[src/hw/rtl/adg_pkg.sv]
// Shared types, constants and helper functions for the dependency graph block.
// Used by adg_row_mem, adg_ctrl and acyclic_dependency_graph; depends on nothing.
`timescale 1ns / 1ps

package adg_pkg;

    localparam int NODES   = 32;
    localparam int ADDR_W  = $clog2(NODES);
    localparam int IDX_W   = 5;
    localparam int MASK_W  = 32;
    localparam int CNT_W   = 5;
    localparam int CNT_MAX = 31;

    typedef logic [NODES-1:0] row_t;

    typedef enum logic [1:0] {
        ACT_INSERT = 2'd0,
        ACT_COUNT  = 2'd1,
        ACT_CHECK  = 2'd2,
        ACT_CLEAR  = 2'd3
    } action_t;

    typedef struct packed {
        action_t           action;
        logic [IDX_W-1:0]  node;
        logic [IDX_W-1:0]  dependency;
        logic [MASK_W-1:0] approved_mask;
    } adg_in_t;

    typedef struct packed {
        logic             ok;
        logic [CNT_W-1:0] reach_count;
    } adg_out_t;

    typedef struct packed {
        logic              rd_en;
        logic [ADDR_W-1:0] rd_addr;
        logic              wr_en;
        logic [ADDR_W-1:0] wr_addr;
        row_t              wr_data;
        logic              clr;
    } mem_req_t;

    typedef struct packed {
        logic idle;
        logic done;
    } ctrl_stat_t;

    typedef enum logic [2:0] {
        ST_IDLE,
        ST_FETCH,
        ST_LOAD,
        ST_WALK,
        ST_STEP,
        ST_RMW_RD,
        ST_RMW_WR,
        ST_DONE
    } state_t;

    function automatic logic idx_ok(logic [IDX_W-1:0] idx);
        return 32'(idx) < NODES;
    endfunction

    function automatic logic [ADDR_W-1:0] to_addr(logic [IDX_W-1:0] idx);
        return ADDR_W'(idx);
    endfunction

    function automatic row_t one_hot(logic [ADDR_W-1:0] a);
        row_t r;
        r    = '0;
        r[a] = 1'b1;
        return r;
    endfunction

    // Nodes beyond the mask width are never approved.
    function automatic row_t approve_ext(logic [MASK_W-1:0] m);
        row_t r;
        r = '0;
        for (int i = 0; i < NODES && i < MASK_W; i++) begin
            r[i] = m[i];
        end
        return r;
    endfunction

    function automatic logic [ADDR_W-1:0] lowest(row_t v);
        logic [ADDR_W-1:0] a;
        a = '0;
        for (int i = NODES - 1; i >= 0; i--) begin
            if (v[i]) begin
                a = ADDR_W'(i);
            end
        end
        return a;
    endfunction

    // Population count, saturated to the result field.
    function automatic logic [CNT_W-1:0] pop_sat(row_t v);
        logic [ADDR_W:0] c;
        c = '0;
        for (int i = 0; i < NODES; i++) begin
            c = c + (ADDR_W + 1)'(v[i]);
        end
        if (32'(c) > CNT_MAX) begin
            return CNT_W'(CNT_MAX);
        end
        return CNT_W'(c);
    endfunction

endpackage

[src/hw/rtl/acyclic_dependency_graph.sv]
// Top level of the acyclic dependency graph block: item handshakes and result register.
// Instantiates adg_ctrl and adg_row_mem; depends on adg_pkg.
`timescale 1ns / 1ps

// The block keeps a NODES-by-NODES dependency matrix (row n, bit d: n depends on d),
// all zero after reset, in a row memory with a registered read. Each item carries one
// action and yields exactly one result item. Insert first walks everything reachable
// from the dependency; when the node shows up there the edge is refused (ok = 0) and
// the matrix is left alone, otherwise the node's row is read and written back with
// the new bit. An insert with an out-of-range index is refused without a walk. Self
// edges are stored and accepted but every walk ignores them. Count walks from the
// node and returns the saturated number of distinct reachable nodes. Check compares
// the node's direct dependencies with approved_mask. Clear drops the row valid bits,
// so it completes in one step. Each node reached by a walk costs one read of the
// single memory read port followed by the merge of that row. One item is worked on
// at a time: req_stall is high from acceptance until the result moves into the
// output register, and the next item is taken while that result still waits on
// rsp_stall.
module acyclic_dependency_graph
    import adg_pkg::*;
(
    input  logic     clk,
    input  logic     rst_n,
    input  logic     req_valid,
    output logic     req_stall,
    input  adg_in_t  req_item,
    output logic     rsp_valid,
    input  logic     rsp_stall,
    output adg_out_t rsp_item
);

    mem_req_t   mem_req;
    row_t       rd_row;
    ctrl_stat_t stat;
    adg_out_t   result;
    logic       done_ack;

    logic       rsp_valid_reg, rsp_valid_next;
    adg_out_t   rsp_item_reg, rsp_item_next;

    adg_row_mem u_mem (
        .clk    (clk),
        .rst_n  (rst_n),
        .req    (mem_req),
        .rd_row (rd_row)
    );

    adg_ctrl u_ctrl (
        .clk       (clk),
        .rst_n     (rst_n),
        .req_valid (req_valid),
        .req_item  (req_item),
        .done_ack  (done_ack),
        .rd_row    (rd_row),
        .mem_req   (mem_req),
        .stat      (stat),
        .result    (result)
    );

    // Take new items only while the sequencer is idle.
    assign req_stall = !stat.idle;

    // Move a finished result into the output register once that slot is free or
    // being emptied this cycle.
    assign done_ack = stat.done && (!rsp_valid_reg || !rsp_stall);

    always_comb begin
        rsp_valid_next = rsp_valid_reg;
        rsp_item_next  = rsp_item_reg;
        if (done_ack) begin
            rsp_valid_next = 1'b1;
            rsp_item_next  = result;
        end else if (!rsp_stall) begin
            rsp_valid_next = 1'b0;
        end
    end

    always_ff @(posedge clk or negedge rst_n) begin
        if (!rst_n) begin
            rsp_valid_reg <= 1'b0;
        end else begin
            rsp_valid_reg <= rsp_valid_next;
        end
    end

    always_ff @(posedge clk) begin
        rsp_item_reg <= rsp_item_next;
    end

    assign rsp_valid = rsp_valid_reg;
    assign rsp_item  = rsp_item_reg;

endmodule

[src/hw/rtl/adg_row_mem.sv]
// Edge matrix storage: one row per node, one write and one registered read per cycle.
// Row valid bits give the all-zero reset and the whole-matrix clear. Depends on adg_pkg.
`timescale 1ns / 1ps

module adg_row_mem
    import adg_pkg::*;
(
    input  logic     clk,
    input  logic     rst_n,
    input  mem_req_t req,
    output row_t     rd_row
);

    row_t             mem [NODES];
    logic [NODES-1:0] row_vld_reg;
    row_t             rd_data_reg;
    logic             rd_vld_reg;

    always_ff @(posedge clk) begin
        if (req.wr_en) begin
            mem[req.wr_addr] <= req.wr_data;
        end
        if (req.rd_en) begin
            rd_data_reg <= mem[req.rd_addr];
        end
    end

    always_ff @(posedge clk or negedge rst_n) begin
        if (!rst_n) begin
            row_vld_reg <= '0;
            rd_vld_reg  <= 1'b0;
        end else begin
            if (req.clr) begin
                row_vld_reg <= '0;
            end else if (req.wr_en) begin
                row_vld_reg[req.wr_addr] <= 1'b1;
            end
            if (req.rd_en) begin
                rd_vld_reg <= row_vld_reg[req.rd_addr];
            end
        end
    end

    // A row never written since reset or clear reads as zero.
    assign rd_row = rd_vld_reg ? rd_data_reg : '0;

`ifndef ASSERT_OFF
    a_no_wr_on_clr: assert property (@(posedge clk) disable iff (!rst_n)
        !(req.wr_en && req.clr))
        else $error("row write coincides with matrix clear");

    a_no_rd_wr_same_row: assert property (@(posedge clk) disable iff (!rst_n)
        (req.wr_en && req.rd_en) |-> (req.wr_addr != req.rd_addr))
        else $error("read and write of the same row in one cycle");
`endif

endmodule

[src/hw/rtl/adg_ctrl.sv]
// Sequencer for the graph actions: walks reachability one row read at a time and
// does the read-modify-write for edge insert. Depends on adg_pkg.
`timescale 1ns / 1ps

module adg_ctrl
    import adg_pkg::*;
(
    input  logic       clk,
    input  logic       rst_n,
    input  logic       req_valid,
    input  adg_in_t    req_item,
    input  logic       done_ack,
    input  row_t       rd_row,
    output mem_req_t   mem_req,
    output ctrl_stat_t stat,
    output adg_out_t   result
);

    state_t            state_reg, state_next;
    adg_in_t           item_reg, item_next;
    logic [ADDR_W-1:0] start_reg, start_next;
    logic              start_ok_reg, start_ok_next;
    logic [ADDR_W-1:0] cur_reg, cur_next;
    row_t              reach_reg, reach_next;
    row_t              pending_reg, pending_next;
    logic              ok_reg, ok_next;
    logic [CNT_W-1:0]  count_reg, count_next;

    logic [IDX_W-1:0]  start_idx;
    row_t              row_clean;
    row_t              start_bit;

    always_ff @(posedge clk or negedge rst_n) begin
        if (!rst_n) begin
            state_reg   <= ST_IDLE;
            reach_reg   <= '0;
            pending_reg <= '0;
        end else begin
            state_reg   <= state_next;
            reach_reg   <= reach_next;
            pending_reg <= pending_next;
        end
    end

    always_ff @(posedge clk) begin
        item_reg     <= item_next;
        start_reg    <= start_next;
        start_ok_reg <= start_ok_next;
        cur_reg      <= cur_next;
        ok_reg       <= ok_next;
        count_reg    <= count_next;
    end

    // Walks for insert start at the dependency, all others at the node.
    assign start_idx = (req_item.action == ACT_INSERT) ? req_item.dependency : req_item.node;
    assign start_bit = start_ok_reg ? one_hot(start_reg) : '0;

    always_comb begin
        state_next    = state_reg;
        item_next     = item_reg;
        start_next    = start_reg;
        start_ok_next = start_ok_reg;
        cur_next      = cur_reg;
        reach_next    = reach_reg;
        pending_next  = pending_reg;
        ok_next       = ok_reg;
        count_next    = count_reg;
        row_clean     = '0;
        mem_req       = '0;
        stat.idle     = 1'b0;
        stat.done     = 1'b0;

        unique case (state_reg)
            ST_IDLE: begin
                stat.idle = 1'b1;
                if (req_valid) begin
                    item_next     = req_item;
                    start_next    = to_addr(start_idx);
                    start_ok_next = idx_ok(start_idx);
                    ok_next       = 1'b1;
                    count_next    = '0;
                    priority if (req_item.action == ACT_CLEAR) begin
                        mem_req.clr = 1'b1;
                        state_next  = ST_DONE;
                    end else if (req_item.action == ACT_INSERT &&
                                 (!idx_ok(req_item.node) || !idx_ok(req_item.dependency))) begin
                        ok_next    = 1'b0;
                        state_next = ST_DONE;
                    end else if (req_item.action == ACT_INSERT &&
                                 req_item.node == req_item.dependency) begin
                        state_next = ST_RMW_RD;
                    end else begin
                        state_next = ST_FETCH;
                    end
                end
            end
            ST_FETCH: begin
                mem_req.rd_en   = 1'b1;
                mem_req.rd_addr = start_reg;
                state_next      = ST_LOAD;
            end
            ST_LOAD: begin
                // Drop the self edge; an out-of-range start has no edges.
                row_clean = start_ok_reg ? (rd_row & ~one_hot(start_reg)) : '0;
                if (item_reg.action == ACT_CHECK) begin
                    ok_next    = ((row_clean & ~approve_ext(item_reg.approved_mask)) == '0);
                    state_next = ST_DONE;
                end else begin
                    reach_next   = row_clean;
                    pending_next = row_clean;
                    state_next   = ST_WALK;
                end
            end
            ST_WALK: begin
                if (pending_reg == '0) begin
                    if (item_reg.action == ACT_COUNT) begin
                        count_next = pop_sat(reach_reg & ~start_bit);
                        state_next = ST_DONE;
                    end else if (reach_reg[to_addr(item_reg.node)]) begin
                        // Node reachable from the dependency: the edge would close a cycle.
                        ok_next    = 1'b0;
                        state_next = ST_DONE;
                    end else begin
                        state_next = ST_RMW_RD;
                    end
                end else begin
                    cur_next        = lowest(pending_reg);
                    mem_req.rd_en   = 1'b1;
                    mem_req.rd_addr = cur_next;
                    pending_next    = pending_reg & ~one_hot(cur_next);
                    state_next      = ST_STEP;
                end
            end
            ST_STEP: begin
                row_clean    = rd_row & ~one_hot(cur_reg);
                pending_next = pending_reg | (row_clean & ~reach_reg);
                reach_next   = reach_reg | row_clean;
                state_next   = ST_WALK;
            end
            ST_RMW_RD: begin
                mem_req.rd_en   = 1'b1;
                mem_req.rd_addr = to_addr(item_reg.node);
                state_next      = ST_RMW_WR;
            end
            ST_RMW_WR: begin
                mem_req.wr_en   = 1'b1;
                mem_req.wr_addr = to_addr(item_reg.node);
                mem_req.wr_data = rd_row | one_hot(to_addr(item_reg.dependency));
                ok_next         = 1'b1;
                state_next      = ST_DONE;
            end
            ST_DONE: begin
                stat.done = 1'b1;
                if (done_ack) begin
                    state_next = ST_IDLE;
                end
            end
            default: begin
                state_next = ST_IDLE;
            end
        endcase
    end

    assign result.ok          = ok_reg;
    assign result.reach_count = count_reg;

`ifndef ASSERT_OFF
    a_rmw_reads_first: assert property (@(posedge clk) disable iff (!rst_n)
        mem_req.wr_en |-> ($past(mem_req.rd_en) && $past(mem_req.rd_addr) == mem_req.wr_addr))
        else $error("row write without a read of the same row one cycle before");

    a_pending_in_reach: assert property (@(posedge clk) disable iff (!rst_n)
        (pending_reg & ~reach_reg) == '0)
        else $error("pending node outside the reach set");
`endif

endmodule

[config.mk]
export PLATFORM = sky130hd
export DESIGN_NAME = acyclic_dependency_graph
export DESIGN_NICKNAME = d
export VERILOG_FILES = /design/src/hw/rtl/adg_pkg.sv /design/src/hw/rtl/acyclic_dependency_graph.sv /design/src/hw/rtl/adg_row_mem.sv /design/src/hw/rtl/adg_ctrl.sv
export SDC_FILE = /design/constraint.sdc
export NUM_CORES = 2
export LEC_CHECK = 0
export BUFFER_PORTS_ARGS = -buffer_cell sky130_fd_sc_hd__buf_2
export CAP_MARGIN = 20
export CORE_MARGIN = 5
export CORE_UTILIZATION = 45
export CTS_BUF_LIST = sky130_fd_sc_hd__clkbuf_2 sky130_fd_sc_hd__clkbuf_4 sky130_fd_sc_hd__clkbuf_8
export DETAILED_ROUTE_END_ITERATION = 8
export SYNTH_ARGS = -nofsm -noshare
export SYNTH_HDL_FRONTEND = slang
export SYNTH_HIERARCHICAL = 1
export SYNTH_SLANG_ARGS = --single-unit
[constraint.sdc]
create_clock -name clk -period 6.5 [get_ports clk]
set_clock_uncertainty 0.1 [all_clocks]
set_input_delay 1.3 -clock clk [delete_from_list [all_inputs] [get_ports clk]]
set_output_delay 1.3 -clock clk [all_outputs]
set_load 0.03 [all_outputs]
==> out/results.ini <==
[synth]
syn_nets = 2780
synth-edff-count = 1122
synthCells = 2701
ys_warn_count = 6
ys_top_cells_by_area = edfxtp_1 67%, mux4_2 15%, dfrtp_1 5.0%
ys_types = 85
yosysTopAreaCellShare_pct = 66.8
dominantRegCellSynth = edfxtp_1
yosys-top-cells-count = 1,122 x edfxtp_1, 330 x mux4_2, 200 x nor2_1
synth_top_cell_by_area = edfxtp_1
synth.most_common_cell = edfxtp_1
syn-cell-area_mm2 = 0.0504
async_flop_share_pct = 8.26
ys_seq_area_share_pct = 71.8
ys_ff_latch = 1223
synth.avg_cell_area_um2 = 18.7

[detailed_routing]
drt_pre_antenna_iters = 5
wl_per_cell_um = 31.9
drt-initial-drc-count = 2859
routed_wirelength_um = 147000
antenna_left = 0
via_per_inst = 6.07
drt_drc_violations_left = 0
via_count = 27900

[power_and_ir_drop]
power_leakage_uw = 0.0185
power_uw = 29100
vdd_drop_max_mv = 0.998
powerDensity_mw_per_mm2 = 503

[worst_setup_path]
arrival_ns = 6.65
cp_common_cell = fa_1
regToRegStartpoint = u_ctrl/start_reg[4]$_DFFE_PP_
cp.required_ns = 6.98
crit_chain = nor3b_1 -> nand2_1 -> and2_1 -> fa_1 -> inv_1 -> fa_1 -> fa_1 -> fa_1 -> fa_1 -> fa_1 -> inv_1 -> ha_1 -> a21o_1 -> a21oi_1 -> nor2b_1 -> o21ai_0 -> a21oi_1
crit_path_max_fanout = 10
critPathLaunchType = flip-flop
reg2reg_slack_ns = 0.34
r2r_cells = 17
worstSetupPathType = reg -> reg
worst_path_max_delay_cell = fa_1
crit_path_start = u_ctrl/start_reg[4]$_DFFE_PP_
rr_endpoint = u_ctrl/count_reg[2]$_SDFFCE_PN0P_
cp_slowest_stage_delay_ns = 0.54
endpoint_kind = flip-flop

[die]
rows = 122
initial_core_util_pct = 45.4
fp.dieH_um = 345
fp.dieArea_mm2 = 0.119
die_x_um = 345
core_mm2 = 0.111
ios = 56

[run]
maxCapViolations = 0

[placement]
gp_congestion = 0.896
io_buffer_count = 55
dpl_worst_slack_ns = 0.398
dp_hpwl_um = 90600

[sta]
holdWs_ns = 0.338
fmax_ghz = 0.162
maxSlewViolCount = 0
setup_slack_ns = 0.338
max_slew.worst_pin.slew_ns = 1.11
setup_viol = 0
min_period_over_period_pct = 94.8
tns_ns = 0
min_period_ns = 6.16
final-hold-violation-count = 0
max-slew-margin-rel_pct = 25.7
rsz0062_at_grt = no

[clock_network]
clkTransAtPathRegs_ns = 0.06
post_cts_resized = 0
cts_htree_levels = 4
clk_latency_ns = 0.88
cts-root-buf = clkbuf_8
cts_sinks = 1223
cts_setup_buffers = 0
clk_path_buf_depth = 3
cts_tree = built
hold_buffers = 0
cts_made_buffers = 196

[min_path]
hold_class = in -> async

[global_routing]
antenna_found_initial = 9
grt-ovfl-total = 0
grtUsageTotal_pct = 24.8
grt_max_degree = 81
grt_pass1_wl_um = 208000
first_global_vias = 28300

[final_layout]
filler_cell_count = 8874
drive_gt1_share_pct = 31.1
nets = 3033
area_growth_pct = 14.6
largest_reg_flops = 1024

[outcome]
status = completed

-- cells by family (layout without fill, tap and decap cells) --
kind of cell,Yosys count,in the layout,synth area share [%]
AOI/OAI and AO/OA,359,359,4.39
muxes,389,389,16.0
adders and majority gates,31,31,1.13
xor gates and xnor gates,7,7,0.122
buffers and inverters,181,590,1.61
DFF,1223,1223,71.8
and+or+nand+nor,511,511,4.90
other,0,4,0
-- per-stage QoR --
stage | instance area (um2) | cells | util, %
floorplan | 50400 | 2701 | -
global placement | 53400 | 4222 | 48.1
detailed placement | 53600 | 4229 | 48.3
CTS | 57500 | 4583 | 51.8
global route | 57800 | 4599 | 52.0
finish | 57800 | 4602 | 52.1
-- routing by layer --
| layer | wire, um | vias to the layer above | GRT usage, % | share of wire [%] |
|---|---|---|---|---|
| li1 | - | 11500 | - | - |
| met4 | 4470 | 2 | 8.10 | 3.0 |
| met2 | 71500 | 1261 | 40.3 | 49 |
| met5 | 11 | - | 0 | 0.0075 |
| met3 | 10200 | 266 | 4.69 | 7.0 |
| met1 | 60700 | 14900 | 34.5 | 41 |
-- area by class of cell --
class / count / area (um2) / share of cell area (%)
well taps: 1488 / 1860 / 3.22
flip-flops and latches: 1223 / 36200 / 62.7
clock buffers: 272 / 3350 / 5.80
multi-input cells: 1297 / 13800 / 23.8
inverters: 46 / 175 / 0.303
diodes: 4 / 10.0 / 0.0173
clock inverters: 82 / 604 / 1.05
repair buffers: 190 / 1790 / 3.11
-- worst max path at each step --
stage,endpoint,slack [ns],cells past startpoint
detailed placement,u_ctrl/count_reg[1]$_SDFFCE_PN0P_,0.40,17
CTS,u_ctrl/count_reg[2]$_SDFFCE_PN0P_,0.39,18
global placement,u_ctrl/count_reg[1]$_SDFFCE_PN0P_,0.45,18
global route,u_ctrl/count_reg[2]$_SDFFCE_PN0P_,0.01,18
finish,u_ctrl/count_reg[2]$_SDFFCE_PN0P_,0.34,17
floorplan,u_ctrl/count_reg[0]$_SDFFCE_PN0P_,0.66,18
-- cells in the final DEF, fill, tap and decap left out, drive strengths merged, types with 11 or more instances in the layout --
master	n
nor2b	13
clkinv	65
nand2b	14
clkbuf	273
o22ai	13
nand2	125
inv	55
dfrtp	101
a21oi	138
nor4	18
nor3	15
and2	52
fa	24
nand3	11
edfxtp	1122
mux4	330
mux2	38
mux2i	21
o21ai	97
nor2	201
buf	189
-- worst max-delay path: cells and delay by family (launching register included) --
family / cells / cell delay [ns]
buffers and inverters: 2 / 0.10
and+or+nand+nor: 4 / 0.90
DFF: 1 / 0.53
adders and majority gates: 7 / 3.30
AOI/OAI and AO/OA: 4 / 0.97
-- where the power goes --
part	internal, uW	total, uW	leakage [uW]	switching, uW
Combinational	5100	12000	0.00503	6880
Sequential	9870	10400	0.0114	564
Clock	3590	6650	0.00208	3060
Total	18600	29100	0.0185	10500
(Power assumes the default switching activity.)
